[src/fmtrf_pkg.sv]
// Shared types, constants and load functions of the timer register file.
package fmtrf_pkg;

  localparam int unsigned BusyTicks    = 50;
  localparam int unsigned TimerOneUnit = 80;
  localparam int unsigned TimerTwoUnit = 320;
  localparam int unsigned RegCount     = 256;

  localparam int unsigned AddrW     = 8;
  localparam int unsigned DataW     = 8;
  localparam int unsigned RegIdxW   = $clog2(RegCount);
  localparam int unsigned BusyW     = 6;
  localparam int unsigned TimerOneW = 15;
  localparam int unsigned TimerTwoW = 17;
  localparam int unsigned SpanW     = 9;
  localparam int unsigned ProdW     = 18;

  localparam logic [BusyW-1:0] BusyLoad = BusyW'(BusyTicks);

  localparam logic [AddrW-1:0] RegTimerOne  = 8'h02;
  localparam logic [AddrW-1:0] RegTimerTwo  = 8'h03;
  localparam logic [AddrW-1:0] RegTimerCtrl = 8'h04;

  localparam int unsigned CtrlStartOne = 0;
  localparam int unsigned CtrlStartTwo = 1;
  localparam int unsigned CtrlClrOne   = 5;
  localparam int unsigned CtrlClrTwo   = 6;
  localparam int unsigned CtrlReset    = 7;

  localparam int unsigned FlagOne = 1;
  localparam int unsigned FlagTwo = 0;

  typedef enum logic [1:0] {
    MODE_TICK  = 2'd0,
    MODE_READ  = 2'd1,
    MODE_WRITE = 2'd2
  } mode_e;

  typedef enum logic {
    PORT_ADDR = 1'b0,
    PORT_DATA = 1'b1
  } port_e;

  typedef struct packed {
    mode_e            mode;
    port_e            port_select;
    logic [DataW-1:0] data;
  } item_t;

  typedef struct packed {
    logic               en;
    logic [RegIdxW-1:0] idx;
    logic [DataW-1:0]   data;
  } mem_wr_t;

  function automatic logic [TimerOneW-1:0] timer_one_load(input logic [DataW-1:0] v);
    logic [SpanW-1:0] span;
    logic [ProdW-1:0] prod;
    span = SpanW'(256) - SpanW'(v);
    prod = ProdW'(span) * ProdW'(TimerOneUnit);
    return prod[TimerOneW-1:0];
  endfunction

  function automatic logic [TimerTwoW-1:0] timer_two_load(input logic [DataW-1:0] v);
    logic [SpanW-1:0] span;
    logic [ProdW-1:0] prod;
    span = SpanW'(256) - SpanW'(v);
    prod = ProdW'(span) * ProdW'(TimerTwoUnit);
    return prod[TimerTwoW-1:0];
  endfunction

endpackage

[src/fmtrf_req_if.sv]
// Request channel: tick, read or write item with valid/ready handshake.
interface fmtrf_req_if;
  import fmtrf_pkg::*;

  logic             valid;
  logic             ready;
  logic [1:0]       mode;
  logic             port_select;
  logic [DataW-1:0] data;

  modport source (output valid, output mode, output port_select, output data, input ready);
  modport sink (input valid, input mode, input port_select, input data, output ready);
endinterface

[src/fmtrf_rsp_if.sv]
// Response channel: read data with valid/ready handshake.
interface fmtrf_rsp_if;
  import fmtrf_pkg::*;

  logic             valid;
  logic             ready;
  logic [DataW-1:0] read_data;

  modport source (output valid, output read_data, input ready);
  modport sink (input valid, input read_data, output ready);
endinterface

[src/fmtrf_reg_mem.sv]
// Register file memory with per-entry valid bits and registered read.
module fmtrf_reg_mem (
  input  logic                     clk_i,
  input  logic                     rst_ni,
  input  fmtrf_pkg::mem_wr_t       wr_i,
  input  logic                     rd_en_i,
  input  logic                     rd_hit_i,
  input  logic [fmtrf_pkg::RegIdxW-1:0] rd_idx_i,
  output logic [fmtrf_pkg::DataW-1:0]   rd_data_o
);
  import fmtrf_pkg::*;

  logic [DataW-1:0] mem_q [RegCount];
  logic [RegCount-1:0] entry_valid_q;
  logic [DataW-1:0] rd_q;
  logic             rd_hit_q;

  always_ff @(posedge clk_i) begin
    if (wr_i.en) begin
      mem_q[wr_i.idx] <= wr_i.data;
    end
    if (rd_en_i) begin
      rd_q <= mem_q[rd_idx_i];
    end
  end

  always_ff @(posedge clk_i or negedge rst_ni) begin
    if (!rst_ni) begin
      entry_valid_q <= '0;
      rd_hit_q      <= 1'b0;
    end else begin
      if (wr_i.en) begin
        entry_valid_q[wr_i.idx] <= 1'b1;
      end
      if (rd_en_i) begin
        rd_hit_q <= rd_hit_i && entry_valid_q[rd_idx_i];
      end
    end
  end

  assign rd_data_o = rd_hit_q ? rd_q : '0;
endmodule

[src/fmtrf_ctrl.sv]
// Address latch, busy countdown, timers, overflow flags and status byte.
module fmtrf_ctrl (
  input  logic                        clk_i,
  input  logic                        rst_ni,
  input  logic                        req_fire_i,
  input  fmtrf_pkg::item_t            item_i,
  output logic [fmtrf_pkg::DataW-1:0] status_o,
  output logic [fmtrf_pkg::AddrW-1:0] addr_o,
  output logic                        addr_hit_o,
  output fmtrf_pkg::mem_wr_t          mem_wr_o
);
  import fmtrf_pkg::*;

  logic [AddrW-1:0]     addr_q, addr_d;
  logic [1:0]           flags_q, flags_d;
  logic [BusyW-1:0]     busy_q, busy_d;
  logic [TimerOneW-1:0] t1_cnt_q, t1_cnt_d;
  logic                 t1_arm_q, t1_arm_d;
  logic [TimerTwoW-1:0] t2_cnt_q, t2_cnt_d;
  logic                 t2_arm_q, t2_arm_d;
  logic [DataW-1:0]     reg2_q, reg2_d;
  logic [DataW-1:0]     reg3_q, reg3_d;
  logic [DataW-1:0]     reg4_q, reg4_d;
  logic                 is_tick, is_read, is_write;

  assign addr_o     = addr_q;
  assign addr_hit_o = ({1'b0, addr_q} < (AddrW + 1)'(RegCount));

  always_comb begin
    is_tick  = 1'b0;
    is_read  = 1'b0;
    is_write = 1'b0;
    unique case (item_i.mode)
      MODE_TICK:  is_tick  = req_fire_i;
      MODE_READ:  is_read  = req_fire_i;
      MODE_WRITE: is_write = req_fire_i;
      default: ;
    endcase
  end

  always_comb begin
    addr_d   = addr_q;
    flags_d  = flags_q;
    busy_d   = busy_q;
    t1_cnt_d = t1_cnt_q;
    t1_arm_d = t1_arm_q;
    t2_cnt_d = t2_cnt_q;
    t2_arm_d = t2_arm_q;
    reg2_d   = reg2_q;
    reg3_d   = reg3_q;
    reg4_d   = reg4_q;
    mem_wr_o = '{en: 1'b0, idx: addr_q[RegIdxW-1:0], data: item_i.data};

    if (is_tick) begin
      if (busy_q != '0) busy_d = busy_q - 1'b1;
      if (t1_arm_q && t1_cnt_q != '0) t1_cnt_d = t1_cnt_q - 1'b1;
      if (t2_arm_q && t2_cnt_q != '0) t2_cnt_d = t2_cnt_q - 1'b1;
    end

    if (is_read && item_i.port_select == PORT_ADDR) begin
      if (t1_arm_q && t1_cnt_q == '0) begin
        flags_d[FlagOne] = 1'b1;
        t1_arm_d         = 1'b0;
      end
      if (t2_arm_q && t2_cnt_q == '0) begin
        flags_d[FlagTwo] = 1'b1;
        t2_arm_d         = 1'b0;
      end
    end

    if (is_write) begin
      busy_d = BusyLoad;
      if (item_i.port_select == PORT_ADDR) begin
        addr_d = item_i.data;
      end else begin
        mem_wr_o.en = addr_hit_o;
        if (addr_q == RegTimerCtrl) begin
          reg4_d = item_i.data;
          if (item_i.data[CtrlReset]) flags_d = '0;
          if (item_i.data[CtrlClrOne]) flags_d[FlagOne] = 1'b0;
          if (item_i.data[CtrlClrTwo]) flags_d[FlagTwo] = 1'b0;
          if (item_i.data[CtrlStartOne]) begin
            t1_cnt_d = timer_one_load(reg2_q);
            t1_arm_d = 1'b1;
          end else begin
            t1_arm_d = 1'b0;
          end
          if (item_i.data[CtrlStartTwo]) begin
            t2_cnt_d = timer_two_load(reg3_q);
            t2_arm_d = 1'b1;
          end else begin
            t2_arm_d = 1'b0;
          end
        end else if (addr_q == RegTimerOne) begin
          reg2_d = item_i.data;
          if (reg4_q[CtrlStartOne]) begin
            t1_cnt_d = timer_one_load(item_i.data);
            t1_arm_d = 1'b1;
          end
        end else if (addr_q == RegTimerTwo) begin
          reg3_d = item_i.data;
          if (reg4_q[CtrlStartTwo]) begin
            t2_cnt_d = timer_two_load(item_i.data);
            t2_arm_d = 1'b1;
          end
        end
      end
    end

    status_o = {flags_d[FlagOne], flags_d[FlagTwo], 5'b0, (busy_q != '0)};
  end

  always_ff @(posedge clk_i or negedge rst_ni) begin
    if (!rst_ni) begin
      addr_q   <= '0;
      flags_q  <= '0;
      busy_q   <= '0;
      t1_cnt_q <= '0;
      t1_arm_q <= 1'b0;
      t2_cnt_q <= '0;
      t2_arm_q <= 1'b0;
      reg2_q   <= '0;
      reg3_q   <= '0;
      reg4_q   <= '0;
    end else begin
      addr_q   <= addr_d;
      flags_q  <= flags_d;
      busy_q   <= busy_d;
      t1_cnt_q <= t1_cnt_d;
      t1_arm_q <= t1_arm_d;
      t2_cnt_q <= t2_cnt_d;
      t2_arm_q <= t2_arm_d;
      reg2_q   <= reg2_d;
      reg3_q   <= reg3_d;
      reg4_q   <= reg4_d;
    end
  end
endmodule

[src/fm_chip_timer_register_file.sv]
// Top level of the sound chip timer and status register front end.
//
// Usage:
//   req_i carries one request per handshake: a one-microsecond tick, a port
//   read or a port write (mode, port_select, data). rsp_o returns read_data
//   for each read request only; ticks and writes give no response.
//   Port 0 write latches the register address, port 1 write stores data in
//   the 256-byte register file; register 4 controls the two timers.
//   Port 0 read returns the status byte (timer flags in bits 7 and 6, busy
//   in bit 0); port 1 read returns the addressed register.
// Read response: rsp_o.valid is registered, set in the cycle after its request is taken.
// Throughput: one request per cycle unless a response stalls; the response register
//   is the only stage, and a new request is taken in the same cycle the pending
//   response is taken.
// Reset: all registers, flags, timers and the busy count clear; the register
//   file reads as zero until written, with no clearing pass.
// Stall: while a response waits and rsp_o.ready is low, req_i.ready is low
//   and the response holds.
module fm_chip_timer_register_file (
  input logic        clk_i,
  input logic        rst_ni,
  fmtrf_req_if.sink   req_i,
  fmtrf_rsp_if.source rsp_o
);
  import fmtrf_pkg::*;

  item_t            item;
  logic             req_fire;
  logic             read_fire;
  logic             rd_en;
  logic [DataW-1:0] status;
  logic [AddrW-1:0] addr;
  logic             addr_hit;
  mem_wr_t          mem_wr;
  logic [DataW-1:0] mem_rd;
  logic             out_valid_q;
  logic             sel_data_q;
  logic [DataW-1:0] status_q;

  assign item        = '{mode: mode_e'(req_i.mode), port_select: port_e'(req_i.port_select),
                         data: req_i.data};
  assign req_i.ready = !out_valid_q || rsp_o.ready;
  assign req_fire    = req_i.valid && req_i.ready;
  assign read_fire   = req_fire && (item.mode == MODE_READ);
  assign rd_en       = read_fire && (item.port_select == PORT_DATA);

  fmtrf_ctrl u_ctrl (
    .clk_i      (clk_i),
    .rst_ni     (rst_ni),
    .req_fire_i (req_fire),
    .item_i     (item),
    .status_o   (status),
    .addr_o     (addr),
    .addr_hit_o (addr_hit),
    .mem_wr_o   (mem_wr)
  );

  fmtrf_reg_mem u_reg_mem (
    .clk_i     (clk_i),
    .rst_ni    (rst_ni),
    .wr_i      (mem_wr),
    .rd_en_i   (rd_en),
    .rd_hit_i  (addr_hit),
    .rd_idx_i  (addr[RegIdxW-1:0]),
    .rd_data_o (mem_rd)
  );

  always_ff @(posedge clk_i or negedge rst_ni) begin
    if (!rst_ni) begin
      out_valid_q <= 1'b0;
    end else if (read_fire) begin
      out_valid_q <= 1'b1;
    end else if (rsp_o.ready) begin
      out_valid_q <= 1'b0;
    end
  end

  always_ff @(posedge clk_i) begin
    if (read_fire) begin
      sel_data_q <= (item.port_select == PORT_DATA);
      status_q   <= status;
    end
  end

  assign rsp_o.valid     = out_valid_q;
  assign rsp_o.read_data = sel_data_q ? mem_rd : status_q;
endmodule

[src/flat_wrapper.sv]
// flat-port wrapper written by rule: the top's interface ports become plain ports
module fm_chip_timer_register_file_flat import fmtrf_pkg::*;
  (clk_i, rst_ni, req_i_valid, req_i_mode, req_i_port_select, req_i_data, req_i_ready, rsp_o_valid, rsp_o_read_data, rsp_o_ready);
  fmtrf_req_if req_i_i ();
  fmtrf_rsp_if rsp_o_i ();
  input logic clk_i;
  input logic rst_ni;
  input wire logic [$bits(req_i_i.valid)-1:0] req_i_valid;
  input wire logic [$bits(req_i_i.mode)-1:0] req_i_mode;
  input wire logic [$bits(req_i_i.port_select)-1:0] req_i_port_select;
  input wire logic [$bits(req_i_i.data)-1:0] req_i_data;
  output wire logic [$bits(req_i_i.ready)-1:0] req_i_ready;
  output wire logic [$bits(rsp_o_i.valid)-1:0] rsp_o_valid;
  output wire logic [$bits(rsp_o_i.read_data)-1:0] rsp_o_read_data;
  input wire logic [$bits(rsp_o_i.ready)-1:0] rsp_o_ready;
  assign req_i_i.valid = req_i_valid;
  assign req_i_i.mode = req_i_mode;
  assign req_i_i.port_select = req_i_port_select;
  assign req_i_i.data = req_i_data;
  assign req_i_ready = req_i_i.ready;
  assign rsp_o_valid = rsp_o_i.valid;
  assign rsp_o_read_data = rsp_o_i.read_data;
  assign rsp_o_i.ready = rsp_o_ready;
  fm_chip_timer_register_file u_core (.clk_i(clk_i), .rst_ni(rst_ni), .req_i(req_i_i), .rsp_o(rsp_o_i));
endmodule
[config.mk]
export PLATFORM = sky130hd
export DESIGN_NAME = fm_chip_timer_register_file_flat
export DESIGN_NICKNAME = d
export VERILOG_FILES = /design/src/fmtrf_pkg.sv /design/src/fmtrf_req_if.sv /design/src/fmtrf_rsp_if.sv /design/src/fmtrf_reg_mem.sv /design/src/fmtrf_ctrl.sv /design/src/fm_chip_timer_register_file.sv /design/src/flat_wrapper.sv
export SDC_FILE = /design/constraint.sdc
export NUM_CORES = 2
export LEC_CHECK = 0
export BUFFER_PORTS_ARGS = -buffer_cell sky130_fd_sc_hd__buf_2
export CAP_MARGIN = 20
export CORE_AREA = 2 2 410 412
export CTS_BUF_LIST = sky130_fd_sc_hd__clkbuf_4 sky130_fd_sc_hd__clkbuf_8
export DETAILED_ROUTE_END_ITERATION = 8
export DIE_AREA = 0 0 412 414
export PLACE_DENSITY = 0.77
export SLEW_MARGIN = 30
export SYNTH_ARGS = -nofsm -noshare
export SYNTH_HDL_FRONTEND = slang
export SYNTH_SLANG_ARGS = --single-unit
[constraint.sdc]
create_clock -name clk_i -period 6.4 [get_ports clk_i]
set_input_delay 0 -clock clk_i [delete_from_list [all_inputs] [get_ports clk_i]]
set_output_delay 0 -clock clk_i [all_outputs]
set_load 0.01 [all_outputs]
Word-level counts from Yosys, hierarchy flattened:

Memories as Yosys holds them, arrays and structs flattened. A register that Yosys moved wholly into a read port is not among the register bits.
Cells that the tools add are included.

* add/sub/neg operators: 6
* multiply operators: 4
* magnitude comparators: 2
* equal/unequal tests: 5
* multiplexer cells: 61
* bitwise gates (word level): 4
* reductions and logical operators: 25

Operator list (number)
* OR 256 bit: 1
* two-way mux 17 bit: 9
* two-way mux 15 bit: 8
* multiplier 9 x 3 -> 11 bit (second input constant): 4
* two-way mux 1 bit: 32
* subtractor 9 x 8 -> 9 bit (first input constant): 3
* two-way mux 6 bit: 3
* logical NOT 17 bit: 1
* nonzero test 17 bit: 1
* subtractor 17 x 1 -> 17 bit (second input constant): 1
* equality test 8 x 2 -> 1 bit (second input constant): 2
* two-way mux 8 bit: 2
* logical NOT 15 bit: 1
* nonzero test 15 bit: 1
* subtractor 15 x 1 -> 15 bit (second input constant): 1
* two-way mux 2 bit: 5
* logical AND 1 bit: 9
* less-than comparator 8 x 9 -> 1 bit (second input constant): 1
* binary-select mux 1 bit (select 8 bit): 1
* demux 1 bit (select 8 bit): 1
* equality test 8 x 3 -> 1 bit (second input constant): 1
* greater-or-equal comparator 8 x 1 -> 1 bit (second input constant): 1
* nonzero test 2 bit: 3
* nonzero test 6 bit: 1
* 11 further kinds: 14

* register bits after elaboration: 330
* memory bits (writable): 2048
* input port bits: 15
* output and inout bits: 10
* logic and storage cells: 123
* memories: 1

Memory list
* u_core.u_reg_mem.mem_q: depth 256, bits a word 8, rd ports 1, clocked after Yosys merged registers in 1, write ports 1, line fmtrf_reg_mem.sv:13 `logic [DataW-1:0] mem_q [RegCount];`

Logic depth before layout (Yosys ltp):

* depth in word-level cells: 12
* depth in mapped cells: 15
* depth with buffers taken out: 14

Modules after synthesis:

A second synthesis with hierarchy kept.

* cell total of the unflattened synthesis: 4707
* area, all modules: 95242.6 um^2

Modules (own cells, without submodules)
* fmtrf_reg_mem: instances 1, cells each 4064, area an instance 89360.7 um^2, seq. area each 68170.4 um^2
* fmtrf_ctrl: instances 1, cells each 617, area an instance 5413.9 um^2, seq. area each 1701.6 um^2
* fm_chip_timer_register_file: instances 1, cells each 26, area an instance 467.9 um^2, seq. area each 295.3 um^2

Worst setup path after synthesis:

No wires, ideal clock.

* path type: input-to-reg
* from: input req_i_data[0]
* to: register u_core.u_ctrl.t2_cnt_q[16]
* setup time: 128 ps
* arrival time: 3005 ps
* data required time: 6272 ps
* slack: 3266 ps
* stages: 14
* path buffers: 1
* path through: clkbuf_1 -> clkinv_1 -> ha_1 -> nand2_1 -> xor2_1 -> ha_1 -> ha_1 -> a21o_1 -> a21o_1 -> a2111oi_0 -> nor3_1 -> maj3_1 -> xnor2_1 -> o21ai_0

* word-level cells in the longest chain between the ends: 8

RTL lines
* start, declared: line flat_wrapper.sv:11 `input wire logic [$bits(req_i_i.data)-1:0] req_i_data;`
* subtractor 9 x 8 -> 9 bit: line fmtrf_pkg.sv:67 `span = SpanW'(256) - SpanW'(v);`
* multiplier 9 x 3 -> 11 bit: line fmtrf_pkg.sv:68 `prod = ProdW'(span) * ProdW'(TimerTwoUnit);`
* two-way mux 17 bit: line fmtrf_ctrl.sv:102 `if (reg4_q[CtrlStartTwo]) begin`
* two-way mux 17 bit: line fmtrf_ctrl.sv:100 `end else if (addr_q == RegTimerTwo) begin`
* two-way mux 17 bit: line fmtrf_ctrl.sv:94 `end else if (addr_q == RegTimerOne) begin`
* two-way mux 17 bit: line fmtrf_ctrl.sv:77 `if (addr_q == RegTimerCtrl) begin`
* two-way mux 17 bit: line fmtrf_ctrl.sv:73 `if (item_i.port_select == PORT_ADDR) begin`
* two-way mux 17 bit: line fmtrf_ctrl.sv:71 `if (is_write) begin`
* via u_core.u_ctrl.t2_cnt_d[16]: line fmtrf_ctrl.sv:19 `logic [TimerTwoW-1:0] t2_cnt_q, t2_cnt_d;`
* end signal, assigned: line fmtrf_ctrl.sv:131 `t2_cnt_q <= t2_cnt_d;`
* end, declared: line fmtrf_ctrl.sv:19

The timed path passes the listed nets, and every way through them passes these cells.
A chain may end at the register's enable or synchronous reset.

Final worst setup path:

* from: register u_core.u_ctrl.addr_q[0], in the netlist u_core.u_ctrl.addr_o[0]
* to: register u_core.u_ctrl.t1_cnt_q[9]

* word-level cells in the longest chain between the ends: 5
* elaborated cells between the ends (all ways): 6
* classes of those cells: 2 x eq/ne; 4 x mux

RTL lines
* start, declared: line fmtrf_ctrl.sv:14 `logic [AddrW-1:0] addr_q, addr_d;`
* start signal, assigned: line fmtrf_ctrl.sv:126 `addr_q <= addr_d;`
* equality test 8 x 2 -> 1 bit: line fmtrf_ctrl.sv:94
* two-way mux 15 bit: line fmtrf_ctrl.sv:94
* two-way mux 15 bit (*): line fmtrf_ctrl.sv:77
* two-way mux 15 bit (*): line fmtrf_ctrl.sv:73
* two-way mux 15 bit (*): line fmtrf_ctrl.sv:71
* via u_core.u_ctrl.t1_cnt_d[9]: line fmtrf_ctrl.sv:17 `logic [TimerOneW-1:0] t1_cnt_q, t1_cnt_d;`
* end signal, assigned: line fmtrf_ctrl.sv:129 `t1_cnt_q <= t1_cnt_d;`
* end, declared: line fmtrf_ctrl.sv:17

The timed path passes the listed nets; every way through them passes the cells marked *.

==> results.cfg <==
[sta]
finClkSkew_ns = 0.0952
setup_viol = 0
timing.slew.headroom = 0.291
fmax_mhz = 216
rsz0062_at_grt = no
min_period_ns = 4.63
fin_setup_tns_ns = 0
period_share = 0.723
drv_slew = 0
tightest_slew_ns = 1.06
report.final.hold_viol_count = 0

[synth]
synth_common_cells = 2060 x edfxtp_1, 567 x mux4_2, 335 x nor2_1
synth_flop_cell = edfxtp_1
yosysSeqAreaShare = 0.742
synth_area_leaders = edfxtp_1 66%, mux4_2 14%, dfrtp_1 8.6%, or2_2 1.7%, nor2_1 1.3%
synth_most_common_cell = edfxtp_1
synthArstFlopShare = 0.137
yosys.area.top_type = edfxtp_1
synth_nets = 4947
syn-mean-instance-area_um2 = 19.3
synthDominantCellAreaShare = 0.655
synth_area_um2 = 94400
synth_cells = 4882
ys_types = 75
yosys_warnings = 0
synth_edf_count = 2060
synth-seq-cells = 2386

[worst_setup_path]
crit_fanout = 55
end_kind = flip-flop
crit_path_start_kind = flip-flop
cp_data_arrival_time_ns = 5.53
worst_ep_required_time_ns = 7.30
worst-setup-path-type = reg2reg

[drt]
drtAntennaViolNets = 0
via_per_inst = 6.63
initialDrtViolationCount = 7530
finalWirelength_um = 241000
num_vias = 50865
drc = 0
first_pass_iters = 7
avgRoutedWirePerCell_um = 31.4

[cts]
postCtsHoldBufs = 25
cts_tree = built
cts_made_buffers = 375
cts_buffer_depth = 4
ctsHtreeMaxLevel = 5
clk_pin_slew_ns = 0.07
clk_latency_ns = 1.06
post_cts_buffers = 0
cts.sinks = 2386
ctsResizeCount = 0
clockRootBuffer = clkbuf_8

[worst_hold_path]
min_path_type = in2reg

[job]
cap_violations = 0

[die]
start_util = 0.568
num_rows = 150
fp.dieH_um = 414
coreArea_um2 = 166000
ios = 25
die_w_um = 412
dieArea_um2 = 171000

[grt]
grt_pass1_wl_um = 349000
grtUsageTotal = 0.283
antenna_found_initial = 8
first_global_vias = 50751
grt_start_max_net_pins = 178
gr-total-overflow = 0

[place]
place_inst = 6960
place_congestion = 0.898
io_buffers = 24
dp_hpwl_um = 144000

[final_layout]
layout-drive-gt1-share = 0.308
fin_cells = 7668
synthToLayoutAreaGrowth_pct = 11.5
fin_nets = 5225

[power_and_ir_drop]
leakagePower_nw = 36.0
totalPowerFinal_mw = 36.4
powerDensity_nw_per_um2 = 346
ir_drop_mv = 0.270

[outcome]
outcome = completed
-- path summary, 6_finish.rpt --
| path | start | to | slack [ns] | cells after the start |
|---|---|---|---|---|
| min in group asynchronous | rst_ni | u_core.u_reg_mem.entry_valid_q[117] | 0.16 | 4 |
| setup reg to reg | u_core.u_ctrl.addr_o[0] | u_core.u_ctrl.t1_cnt_q[9] | 1.77 | 8 |
| hold / removal | req_i_data[0] | u_core.u_reg_mem.mem_q[247][0] | 0.07 | 2 |
| max in group asynchronous | rst_ni | u_core.u_ctrl.t2_cnt_q[7] | 5.26 | 5 |
| setup / recovery | u_core.u_ctrl.addr_o[0] | u_core.u_ctrl.t1_cnt_q[9] | 1.77 | 8 |
| hold reg to reg | u_core.u_reg_mem.entry_valid_q[56] | u_core.u_reg_mem.entry_valid_q[56] | 0.46 | 1 |
-- critical path, stage by stage, from the launching register on --
cell     delay (ns)
dfrtp_4        0.79
buf_12         0.37
or4b_2         0.72
nor3_2         0.67
nand3_1        0.65
inv_2          0.51
nand2_1        0.21
o32a_1         0.40
o21ai_0        0.08
-- through the flow --
stage	setup WS, ns	utilization	instance area [um2]	hold WS [ns]
after floorplan	3.27	-	94400	-0.296
after global placement	2.04	0.584	97100	0.0241
after detailed placement	1.95	0.584	97200	0.0297
after CTS	1.87	0.632	105000	0.0233
after global routing	1.57	0.633	105000	0.0555
final	1.77	0.633	105000	0.0724
-- layout make-up --
cell class / count / area (um2)
Antenna cell: 4 / 10.0
Clock buffer: 562 / 6830
Clock inverter: 115 / 791
Fill cell: 10946 / 61100
Inverter: 39 / 146
Multi-Input combinational cell: 2183 / 22900
Sequential cell: 2386 / 70000
Tap cell: 2204 / 2760
Timing Repair Buffer: 175 / 1700
-- layout by cell type, fill, tap and decap left out, types with 19 or more instances in the layout --
| master | count |
|---|---|
| nand2_1 | 130 |
| buf_4 | 101 |
| dfrtp_1 | 321 |
| ha_1 | 47 |
| dlygate4sd3_1 | 23 |
| a211oi_1 | 19 |
| clkbuf_8 | 425 |
| a22oi_1 | 138 |
| a221oi_1 | 51 |
| nor2_1 | 310 |
| o22ai_1 | 42 |
| or2_2 | 258 |
| a21oi_1 | 79 |
| clkinv_1 | 61 |
| nand3_1 | 39 |
| mux4_2 | 567 |
| xor2_1 | 30 |
| mux2_2 | 34 |
| nor3_1 | 55 |
| nor2_2 | 24 |
| xnor2_1 | 33 |
| inv_1 | 36 |
| nor2b_1 | 21 |
| o21ai_0 | 58 |
| buf_12 | 19 |
| clkinv_2 | 40 |
| clkbuf_4 | 145 |
| edfxtp_1 | 2060 |
| a22o_1 | 58 |
-- cells by family (layout without fill, tap and decap cells) --
logic type	after synthesis	count (layout)	synth area share
DFF	2386	2386	0.742
and+or+nand+nor	932	932	0.0487
muxes	611	611	0.140
AOI/OAI and AO/OA	526	526	0.0396
buffers and inverters	313	891	0.0166
xor gates and xnor gates	63	63	0.00585
adders and majority gates	51	51	0.00697
other	0	4	0
-- state kept, by name, summed over array words and instances (netlist names), 2 cells and up --
| signal | count |
|---|---|
| u_core.u_ctrl.reg4_q | 2 |
| u_core.status_q | 3 |
| u_core.u_ctrl.t2_cnt_q | 17 |
| u_core.u_reg_mem.entry_valid_q | 256 |
| u_core.u_reg_mem.mem_q | 2048 |
| u_core.u_ctrl.addr_o | 8 |
| u_core.u_reg_mem.rd_q | 8 |
| u_core.u_ctrl.t1_cnt_q | 15 |
| u_core.u_ctrl.reg2_q | 8 |
| u_core.u_ctrl.reg3_q | 8 |
| u_core.u_ctrl.flags_q | 2 |
| u_core.u_ctrl.busy_q | 6 |
-- report_power, final --
part           switching (mW)  internal [mW]
registers               0.215           17.1
clock network            5.80           7.25
logic                    3.71           2.34
-- layer usage --
metal	wire [um]	track usage	vias up
li1	-	-	20348
met1	86200	0.389	26163
met2	113000	0.427	3627
met3	29700	0.0777	725
met4	12100	0.129	2
met5	13	0	-
Power figures use the tool's default switching activity.
